**config.mk**
```make
export PLATFORM = sky130hd
export DESIGN_NAME = ir_pulse_interval_capture_unit
export DESIGN_NICKNAME = d
export VERILOG_FILES = /design/src/ipic_pkg.sv /design/src/ir_pulse_interval_capture_unit.sv /design/src/ipic_buf.sv /design/src/ipic_core.sv
export SDC_FILE = /design/constraint.sdc
export NUM_CORES = 1
export LEC_CHECK = 0
export BUFFER_PORTS_ARGS = -buffer_cell sky130_fd_sc_hd__buf_4
export CORE_MARGIN = 4
export CORE_UTILIZATION = 30
export CTS_BUF_LIST = sky130_fd_sc_hd__clkbuf_4 sky130_fd_sc_hd__clkbuf_8
export CTS_CLUSTER_SIZE = 40
export DETAILED_ROUTE_END_ITERATION = 12
export GPL_TIMING_DRIVEN = 0
export PLACE_DENSITY_LB_ADDON = 0.12
export SYNTH_ARGS = -nofsm -noshare
export SYNTH_HDL_FRONTEND = slang
export SYNTH_SLANG_ARGS = --single-unit
```
**constraint.sdc**
```tcl
create_clock -name i_clk -period 4.6 [get_ports i_clk]
set_clock_uncertainty 0.1 [all_clocks]
set_input_delay 0.69 -clock i_clk [delete_from_list [all_inputs] [get_ports i_clk]]
set_output_delay 0.69 -clock i_clk [all_outputs]
set_load 0.02 [all_outputs]
```
**src/ipic_pkg.sv**
```systemverilog
package ipic_pkg;

    localparam int IVAL_W  = 16;
    localparam int SLOT_W  = 6;
    localparam int OP_W    = 2;
    localparam int PHASE_W = 2;
    localparam int PERIOD_W = 16;

    localparam logic [OP_W-1:0] OP_TICK  = 2'd0;
    localparam logic [OP_W-1:0] OP_EDGE  = 2'd1;
    localparam logic [OP_W-1:0] OP_READ  = 2'd2;
    localparam logic [OP_W-1:0] OP_REARM = 2'd3;

    localparam logic [PHASE_W-1:0] PH_IDLE    = 2'd0;
    localparam logic [PHASE_W-1:0] PH_READING = 2'd1;
    localparam logic [PHASE_W-1:0] PH_ENDED   = 2'd2;
    localparam logic [PHASE_W-1:0] PH_VALID   = 2'd3;

    localparam logic [PERIOD_W-1:0] PERIOD_RESET = 16'hFFFF;

    typedef struct packed {
        logic [PHASE_W-1:0] phase;
        logic               stored;
        logic [SLOT_W-1:0]  slot;
        logic [IVAL_W-1:0]  interval;
        logic               overflowed;
        logic               rd_sel;
    } t_step_res;

endpackage

```
**src/ir_pulse_interval_capture_unit.sv**
```systemverilog
// Infrared pulse interval capture. Each input beat carries an operation in
// s_axis_tuser (tick, capture edge, buffer read, rearm) and a buffer index
// in s_axis_tdata; every beat produces exactly one result beat that reports
// the capture phase after the step, whether an interval was stored, the
// slot touched, the interval value and whether an armed overflow was handled.
// One beat is taken per clock, back to back, whenever the result register is
// empty or being drained in the same cycle; the result appears in the cycle
// after acceptance, set by the single state update and the registered read
// port of the interval buffer. The user must write counter_period through
// i_cfg_we / i_cfg_wdata only while the unit is idle, not enforced by the unit;
// it resets to 65535. Buffer entries have no reset: read only slots that have
// been written at least once; stored intervals survive rearm and later frames.
module ir_pulse_interval_capture_unit #(
    parameter int BUFFER_DEPTH  = 64,
    parameter int COUNTER_WIDTH = 16
) (
    input  logic        i_clk,
    input  logic        i_rst_n,
    // counter period register
    input  logic        i_cfg_we,
    input  logic [15:0] i_cfg_wdata,
    // input beats
    input  logic        s_axis_tvalid,
    output logic        s_axis_tready,
    input  logic [7:0]  s_axis_tdata,   // [5:0] read_index, [7:6] zero
    input  logic [1:0]  s_axis_tuser,   // [1:0] operation
    // result beats
    output logic        m_axis_tvalid,
    input  logic        m_axis_tready,
    output logic [31:0] m_axis_tdata    // [1:0] phase, [2] stored, [8:3] slot,
                                        // [24:9] interval, [25] overflowed,
                                        // [31:26] zero
);
    import ipic_pkg::*;

    localparam int ADDR_W = (BUFFER_DEPTH > 1) ? $clog2(BUFFER_DEPTH) : 1;

    logic              accept;
    t_step_res         step_res;
    logic              wr_en;
    logic [ADDR_W-1:0] wr_addr;
    logic [IVAL_W-1:0] wr_data;
    logic              rd_en;
    logic [ADDR_W-1:0] rd_addr;
    logic [IVAL_W-1:0] rd_data;
    logic [IVAL_W-1:0] out_interval;

    // result register; payload held while the sink stalls
    logic      r_out_valid;
    t_step_res r_res;

    // a new beat may enter when the result slot is empty or frees up this cycle
    assign s_axis_tready = !r_out_valid || m_axis_tready;
    assign accept        = s_axis_tvalid && s_axis_tready;

    ipic_core #(
        .BUFFER_DEPTH  (BUFFER_DEPTH),
        .COUNTER_WIDTH (COUNTER_WIDTH)
    ) u_core (
        .i_clk        (i_clk),
        .i_rst_n      (i_rst_n),
        .i_cfg_we     (i_cfg_we),
        .i_cfg_wdata  (i_cfg_wdata),
        .i_accept     (accept),
        .i_op         (s_axis_tuser),
        .i_read_index (s_axis_tdata[SLOT_W-1:0]),
        .o_res        (step_res),
        .o_wr_en      (wr_en),
        .o_wr_addr    (wr_addr),
        .o_wr_data    (wr_data),
        .o_rd_en      (rd_en),
        .o_rd_addr    (rd_addr)
    );

    // read data is registered at the accept edge, alongside r_res, and only
    // changes on the next read beat, so it stays aligned with a stalled result
    ipic_buf #(
        .DEPTH (BUFFER_DEPTH)
    ) u_buf (
        .i_clk     (i_clk),
        .i_wr_en   (wr_en),
        .i_wr_addr (wr_addr),
        .i_wr_data (wr_data),
        .i_rd_en   (rd_en),
        .i_rd_addr (rd_addr),
        .o_rd_data (rd_data)
    );

    always_ff @(posedge i_clk) begin
        if (!i_rst_n) begin
            r_out_valid <= 1'b0;
        end else if (accept) begin
            r_out_valid <= 1'b1;
        end else if (m_axis_tready) begin
            r_out_valid <= 1'b0;
        end
    end

    always_ff @(posedge i_clk) begin
        if (accept) begin
            r_res <= step_res;
        end
    end

    // in-range reads take the buffer word, everything else the step's own value
    assign out_interval  = r_res.rd_sel ? rd_data : r_res.interval;
    assign m_axis_tvalid = r_out_valid;
    assign m_axis_tdata  = {6'b0, r_res.overflowed, out_interval, r_res.slot,
                            r_res.stored, r_res.phase};

endmodule

```
**src/ipic_buf.sv**
```systemverilog
module ipic_buf #(
    parameter int DEPTH = 64,
    localparam int ADDR_W = (DEPTH > 1) ? $clog2(DEPTH) : 1
) (
    input  logic                      i_clk,
    input  logic                      i_wr_en,
    input  logic [ADDR_W-1:0]         i_wr_addr,
    input  logic [ipic_pkg::IVAL_W-1:0] i_wr_data,
    input  logic                      i_rd_en,
    input  logic [ADDR_W-1:0]         i_rd_addr,
    output logic [ipic_pkg::IVAL_W-1:0] o_rd_data
);
    import ipic_pkg::*;

    logic [IVAL_W-1:0] r_mem [DEPTH];
    logic [IVAL_W-1:0] r_rd_data;

    always_ff @(posedge i_clk) begin
        if (i_wr_en) begin
            r_mem[i_wr_addr] <= i_wr_data;
        end
    end

    always_ff @(posedge i_clk) begin
        if (i_rd_en) begin
            r_rd_data <= r_mem[i_rd_addr];
        end
    end

    assign o_rd_data = r_rd_data;

endmodule

```
**src/ipic_core.sv**
```systemverilog
module ipic_core #(
    parameter int BUFFER_DEPTH = 64,
    parameter int COUNTER_WIDTH = 16,
    localparam int ADDR_W = (BUFFER_DEPTH > 1) ? $clog2(BUFFER_DEPTH) : 1
) (
    input  logic                          i_clk,
    input  logic                          i_rst_n,
    input  logic                          i_cfg_we,
    input  logic [ipic_pkg::PERIOD_W-1:0] i_cfg_wdata,
    input  logic                          i_accept,
    input  logic [ipic_pkg::OP_W-1:0]     i_op,
    input  logic [ipic_pkg::SLOT_W-1:0]   i_read_index,
    output ipic_pkg::t_step_res           o_res,
    output logic                          o_wr_en,
    output logic [ADDR_W-1:0]             o_wr_addr,
    output logic [ipic_pkg::IVAL_W-1:0]   o_wr_data,
    output logic                          o_rd_en,
    output logic [ADDR_W-1:0]             o_rd_addr
);
    import ipic_pkg::*;

    localparam int FILL_W  = $clog2(BUFFER_DEPTH + 1);
    localparam int CMP_W   = (COUNTER_WIDTH > PERIOD_W) ? COUNTER_WIDTH : PERIOD_W;
    localparam int SEXT_W  = (FILL_W > SLOT_W) ? FILL_W : SLOT_W;
    localparam int RIDX_W  = (ADDR_W > SLOT_W) ? ADDR_W : SLOT_W;
    localparam logic [COUNTER_WIDTH-1:0] CNT_MAX = {COUNTER_WIDTH{1'b1}};

    logic [PERIOD_W-1:0]      r_period;
    logic [PHASE_W-1:0]       r_phase, n_phase;
    logic [FILL_W-1:0]        r_fill, n_fill;
    logic [COUNTER_WIDTH-1:0] r_cnt, n_cnt;
    logic                     r_arm, n_arm;

    logic [CMP_W-1:0]  cnt_ext;
    logic [SEXT_W-1:0] fill_ext;
    logic [RIDX_W-1:0] ridx_ext;
    logic              wrap;
    logic              in_range;
    t_step_res         res;

    assign cnt_ext  = CMP_W'(r_cnt);
    assign fill_ext = SEXT_W'(r_fill);
    assign ridx_ext = RIDX_W'(i_read_index);
    assign wrap     = (cnt_ext >= CMP_W'(r_period)) || (r_cnt == CNT_MAX);
    assign in_range = 32'(i_read_index) < 32'(BUFFER_DEPTH);

    always_comb begin
        n_phase = r_phase;
        n_fill  = r_fill;
        n_cnt   = r_cnt;
        n_arm   = r_arm;
        res     = '0;
        o_wr_en = 1'b0;
        o_rd_en = 1'b0;
        case (i_op)
            OP_TICK: begin
                if (wrap) begin
                    n_cnt = '0;
                    if (r_arm) begin
                        if (r_phase == PH_READING) begin
                            n_phase = PH_IDLE;
                            n_fill  = '0;
                        end else if (r_phase == PH_ENDED) begin
                            n_phase = PH_VALID;
                        end
                        n_arm          = 1'b0;
                        res.overflowed = 1'b1;
                    end
                end else begin
                    n_cnt = r_cnt + COUNTER_WIDTH'(1);
                end
            end
            OP_EDGE: begin
                if (r_phase == PH_IDLE) begin
                    n_cnt   = '0;
                    n_fill  = '0;
                    n_phase = PH_READING;
                end else if (r_phase == PH_READING) begin
                    if (r_fill < FILL_W'(BUFFER_DEPTH)) begin
                        o_wr_en      = i_accept;
                        res.stored   = 1'b1;
                        res.slot     = fill_ext[SLOT_W-1:0];
                        res.interval = cnt_ext[IVAL_W-1:0];
                        n_fill       = r_fill + FILL_W'(1);
                        n_cnt        = '0;
                    end else begin
                        n_phase = PH_ENDED;
                        n_fill  = '0;
                    end
                end
                n_arm = 1'b1;
            end
            OP_READ: begin
                o_rd_en    = i_accept;
                res.slot   = i_read_index;
                res.rd_sel = in_range;
            end
            OP_REARM: begin
                n_phase = PH_IDLE;
                n_fill  = '0;
            end
            default: begin
                n_phase = r_phase;
            end
        endcase
        res.phase = n_phase;
    end

    assign o_res     = res;
    assign o_wr_addr = r_fill[ADDR_W-1:0];
    assign o_wr_data = cnt_ext[IVAL_W-1:0];
    assign o_rd_addr = ridx_ext[ADDR_W-1:0];

    always_ff @(posedge i_clk) begin
        if (!i_rst_n) begin
            r_period <= PERIOD_RESET;
        end else if (i_cfg_we) begin
            r_period <= i_cfg_wdata;
        end
    end

    always_ff @(posedge i_clk) begin
        if (!i_rst_n) begin
            r_phase <= PH_IDLE;
            r_fill  <= '0;
            r_cnt   <= '0;
            r_arm   <= 1'b0;
        end else if (i_accept) begin
            r_phase <= n_phase;
            r_fill  <= n_fill;
            r_cnt   <= n_cnt;
            r_arm   <= n_arm;
        end
    end

    a_fill_bound: assert property (@(posedge i_clk) disable iff (!i_rst_n)
        r_fill <= FILL_W'(BUFFER_DEPTH))
        else $error("fill index beyond buffer depth");

    a_edge_arms: assert property (@(posedge i_clk) disable iff (!i_rst_n)
        i_accept && (i_op == OP_EDGE) |=> r_arm)
        else $error("edge did not arm overflow");

    a_rearm_idle: assert property (@(posedge i_clk) disable iff (!i_rst_n)
        i_accept && (i_op == OP_REARM) |=> (r_phase == PH_IDLE) && (r_fill == '0))
        else $error("rearm did not return to idle");

    a_ovf_needs_arm: assert property (@(posedge i_clk) disable iff (!i_rst_n)
        res.overflowed |-> r_arm && wrap && (i_op == OP_TICK))
        else $error("overflow reported while disarmed");

endmodule
```
## Word-level counts from Yosys, hierarchy flattened

Memory sizes are Yosys's and may differ from the RTL's. A register that Yosys moved wholly into a read port is not among the register bits.
Cells that the tools add are included.

- Register bits: 70
- Bits in writable memories: 1024
- Input port bits: 31
- Output and inout port bits: 34
- Logic and storage cells: 84
- Memories kept: 1

Memories:

| name | depth | width | rd ports | clocked after memory_dff | wr ports | line | source |
|---|---|---|---|---|---|---|---|
| u_buf.r_mem | 64 | 16 | 1 | 1 | 1 | ipic_buf.sv:15 | `logic [IVAL_W-1:0] r_mem [DEPTH];` |

- Add/subtract/negate cells: 2
- $lt $le $gt $ge: 2
- Equal/unequal tests: 11
- Multiplexer cells: 38
- Bitwise operators: 3
- Reduce and logical (&&, ||, !) cells: 15

Operator list:

| cell | number |
|---|---|
| $mux 16 | 5 |
| $mux 22 | 2 |
| $mux 7 | 6 |
| $pmux 16 s2 | 1 |
| $mux 23 | 1 |
| $pmux 7 s3 | 1 |
| $add 16x1->16 const B | 1 |
| $eq 16x16->1 const B | 1 |
| $ge 16x16->1 | 1 |
| $mux 2 | 7 |
| $mux 1 | 12 |
| $pmux 6 s2 | 1 |
| $add 7x1->7 const B | 1 |
| $lt 7x7->1 const B | 1 |
| $eq 2x2->1 const B | 3 |
| $ne 2x1->1 const B | 3 |
| $ne 3x1->1 const B | 2 |
| $pmux 2 s3 | 1 |
| $reduce_and 6->1 | 1 |
| $eq 2x1->1 const B | 2 |
| $logic_not 2->1 | 2 |
| $reduce_and 4->1 | 1 |
| $reduce_bool 2->1 | 2 |
| $reduce_or 4->1 | 1 |
| other kinds (9) | 12 |

## Depth between registers and ports, before layout

- Depth after elaboration: 9
- Gate-level depth with buffers: 9
- Gate-level depth less buffers: 8

## By module

From an unflattened synthesis, not the netlist that was laid out.

- Cell total of the unflattened synthesis: 2239
- Area, all modules: 44167.4 µm²

Modules (own cells, without submodules):

| module | times used | cells each | area each (µm²) | sequential area each (µm²) |
|---|---|---|---|---|
| ipic_buf | 1 | 1829 | 40202.3 | 31230.0 |
| ipic_core | 1 | 343 | 2737.6 | 840.8 |
| ir_pulse_interval_capture_unit | 1 | 67 | 1227.4 | 830.8 |

## Least setup slack after synthesis

Ideal clock, no wire load.

- Path type: input -> register
- From: input port m_axis_tready
- To: memory u_buf.r_mem[11][0], enable pin
- Setup time: 0.388 ns
- Arrival time: 3.428 ns
- Required time: 4.112 ns
- Slack: 0.684 ns
- Cell stages on the path: 7
- Buffers on the path: 1
- Path through: nand2b_1 > nand2_1 > inv_1 > nand2_1 > or4b_2 > buf_2 > nor2_1

- Word-level cells in the longest chain between the ends: 8

RTL lines:

| item | line | source |
|---|---|---|
| start: declaration | ir_pulse_interval_capture_unit.sv:29 | `input logic m_axis_tready,` |
| $logic_or 1x1->1 | ir_pulse_interval_capture_unit.sv:53 | `assign s_axis_tready = !r_out_valid \|\| m_axis_tready;` |
| $logic_and 1x1->1 | ir_pulse_interval_capture_unit.sv:54 | `assign accept = s_axis_tvalid && s_axis_tready;` |
| via accept | ir_pulse_interval_capture_unit.sv:38 | `logic accept;` |
| $mux 1 | ipic_core.sv:79 | `if (r_fill < FILL_W'(BUFFER_DEPTH)) begin` |
| $mux 1 | ipic_core.sv:78 | `end else if (r_phase == PH_READING) begin` |
| $mux 1 | ipic_core.sv:74 | `if (r_phase == PH_IDLE) begin` |
| $mux 1 | ipic_core.sv:55 | `case (i_op)` |
| $mux 1 | ipic_buf.sv:19 | `if (i_wr_en) begin` |
| $mux 1 (implied by the code) | ipic_buf.sv:20 | `r_mem[i_wr_addr] <= i_wr_data;` |
| end: declaration | ipic_buf.sv:15 |  |

The timed path passes the listed nets, and every way through them passes these cells.

==> flow_summary.yaml <==
worst_setup_path:
  critPathKind: "in -> reg"
  cp-start-kind: "input port"
  rr_endpoint: "u_buf.r_mem[39][5]"
  rr_worst_depth: 8
  crit_required_ps: 5090
  reg2reg_slack_ps: 900
  cp-end-kind: "register"
  r2r-start: "m_axis_tvalid"
  critPathMaxFanout: 10
  worstPathArrival_ps: 4490
synth:
  ys_ff_latch: 1110
  synth_top_family_by_area: "multiplexers"
  synth_xor_area_share_pct: 0.121
  synth_compound_area_share_pct: 1.74
  synth_edf_count: 1067
  synthAdderAreaFrac_pct: 0.606
  yosys.area_share.simple_pct: 2.81
  synth_cells: 1993
  synthMuxAreaShare_pct: 17.1
  syn_avg_cell_area_um2: 21.7
  synth_seq_area_share_pct: 75.9
  synthArstFlopShare_pct: 0
  yosys.cell_types.count: 53
  ys.flop_type: "edfxtp_1"
  synth_area_um2: 43300
  ys_warn_count: 0
pwr:
  p_leak_nw: 17.9
  finalPower_mw: 20.4
  ir_worst_vdd_v: 0.000289
  power_density_nw_per_um2: 394
floorplanning:
  core_area_um2: 143000
  initial_utilization_pct: 30.2
  std_cell_rows: 139
  die_area_um2: 151000
  ioPinCount: 65
  fp.dieH_um: 388
  die_w_um: 388
timing:
  fin_crit_sh_pct: 87.0
  max_slew.worst_pin.slew_ps: 1310
  setup_viol: 0
  setup_ws_ps: 600
  fin_crit_ps: 4000
  rsz0062_at_grt: "no"
  fmax_mhz: 250
  holdWs_ps: 121
  hold_viol_final: 0
  relSlewSlack_pct: 12.4
  slew_violations: 0
layout:
  postLayoutCoreUtil_pct: 36.0
  layout_commonest_cell: "edfxtp_1"
  final_cell_mix: "1,067 x edfxtp_1, 320 x mux4_2, 196 x clkbuf_8, 83 x buf_4, 81 x clkbuf_4"
  syn_to_final_growth_pct: 19.3
  drive_gt1_share_pct: 36.3
  layout.nets: 2391
grt:
  antenna_found_initial: 11
  grt_pass1_vias: 22800
  grt_pass1_wl_mm: 174
  overflow: 0
  grt_max_degree: 73
  grt_usage_pct: 16.3
route:
  drt_pass1_iterations: 5
  vias_per_cell: 4.93
  vias: 21700
  drt_wl_total_mm: 123
  wire_per_inst_um: 28.0
  drc: 0
  initialDrtViolationCount: 2012
  antenna_left: 0
placed_design:
  dp_hpwl_mm: 83.1
  place_ws_ps: -512
  portBuffers: 52
  gp_congestion: 0.778
clock_tree:
  cts_tree: "yes"
  clockBufferDepth: 3
  htree_levels: 4
  cts_sinks: 1110
  cts_hold_buf: 19
  ctsResizeCount: 0
  clk_transition_reported_paths_ps: 50
  cts_setup_buffers: 0
  numCtsBuffers: 191
  clk_latency_ps: 910
  root_buffer: "clkbuf_8"
hold_path:
  whs_path_depth: 3
  min_to: "m_axis_tvalid"
  hp-class: "in -> reg"
  hp-start: "m_axis_tready"
run_status:
  status: "finished, final reports clean"
flow_run:
  cap_violations: 0
## synth_stat cells, types with 3 or more instances
cell | number | share of area (%)
xnor2_1 | 3 | 0.061
nor3_1 | 3 | 0.035
or4_1 | 3 | 0.052
nand3_1 | 16 | 0.18
nor2_1 | 89 | 0.77
and3_1 | 7 | 0.10
mux4_2 | 320 | 17
nand2b_1 | 3 | 0.043
buf_4 | 31 | 0.54
and2_1 | 18 | 0.26
nand3b_1 | 5 | 0.087
buf_2 | 13 | 0.15
inv_1 | 24 | 0.21
mux2_2 | 16 | 0.42
nand2_1 | 71 | 0.62
a22oi_1 | 40 | 0.69
or3_1 | 6 | 0.087
xor2_1 | 3 | 0.061
o21ai_0 | 14 | 0.16
clkbuf_1 | 54 | 0.47
dfxtp_1 | 43 | 2.0
a21oi_1 | 16 | 0.18
buf_6 | 3 | 0.078
buf_1 | 24 | 0.21
nand4_1 | 9 | 0.13
nor2b_1 | 16 | 0.23
mux2i_1 | 4 | 0.092
a31oi_1 | 7 | 0.10
edfxtp_1 | 1067 | 74
ha_1 | 21 | 0.61
o211ai_1 | 17 | 0.29
## final cells by class
class	count	area [um^2]
Clock buffer	277	3310
Buffer	125	624
Antenna cell	4	10.0
Timing Repair Buffer	148	2050
Fill cell	13200	91800
Tap cell	1903	2380
Multi-Input combinational cell	739	9900
Sequential cell	1110	32900
Inverter	24	90.1
Clock inverter	69	409
## worst max-delay path, stage by stage
cell and delay, ps:
clkbuf_1 330, clkbuf_1 1010, buf_1 650, mux4_2 440, mux4_2 560, a22oi_1 550
nand2_1 240
## how the worst max path moves through the flow
stage | depth (start not counted) | to | start | slack (ps)
after floorplan | 7 | u_buf.r_mem[11][0] | m_axis_tready | 680
after global placement | 7 | u_buf.r_mem[60][7] | m_axis_tready | -890
after detailed placement | 7 | u_buf.o_rd_data[9] | s_axis_tdata[1] | -510
after CTS | 7 | u_buf.o_rd_data[9] | s_axis_tdata[1] | 510
after global routing | 7 | u_buf.o_rd_data[7] | s_axis_tdata[1] | 470
final | 7 | u_buf.o_rd_data[7] | s_axis_tdata[1] | 600
## state kept, by name (all words and copies together), names as in the netlist
signal,flops
m_axis_tdata,10
u_buf.r_mem,1024
u_core.r_period,16
u_core.r_phase,2
u_core.r_arm,1
u_buf.o_rd_data,16
u_core.o_wr_data,16
r_res,17
u_core.fill_ext,7
m_axis_tvalid,1
## report_power, final
| group | leakage (nW) | internal (mW) | switching [mW] | total (mW) |
|---|---|---|---|---|
| Sequential | 11.6 | 11.0 | 0.0193 | 11.0 |
| Clock | 1.97 | 4.77 | 3.99 | 8.75 |
| Combinational | 4.32 | 0.258 | 0.406 | 0.664 |
| Total | 17.9 | 16.0 | 4.41 | 20.4 |
## metrics by stage
step / cells / cell area [um^2] / TNS [ps]
floorplan: 1998 / 43400 / 0
finish: 4399 / 51700 / 0
detailed placement: 4030 / 47800 / -4040
CTS: 4395 / 51700 / 0
global placement: 3953 / 46100 / -698870
global route: 4396 / 51700 / 0
## layer usage
metal | track usage, % | wire length, um | share of wire (%) | up-vias
li1 | - | - | - | 9067
met1 | 23.0 | 55400 | 45 | 11700
met2 | 25.7 | 57800 | 47 | 736
met3 | 3.08 | 6760 | 5.5 | 203
met4 | 5.18 | 3350 | 2.7 | 0
met5 | 0 | 0 | 0 | -
## logic make-up after synthesis
kind of cell | Yosys count
buf+inv | 149
flops | 1110
compound gates | 109
other cells | 1
xor+xnor | 6
fa+ha+maj | 21
simple gates | 257
mux | 340
Note: power is estimated with default switching activity, not from simulation.
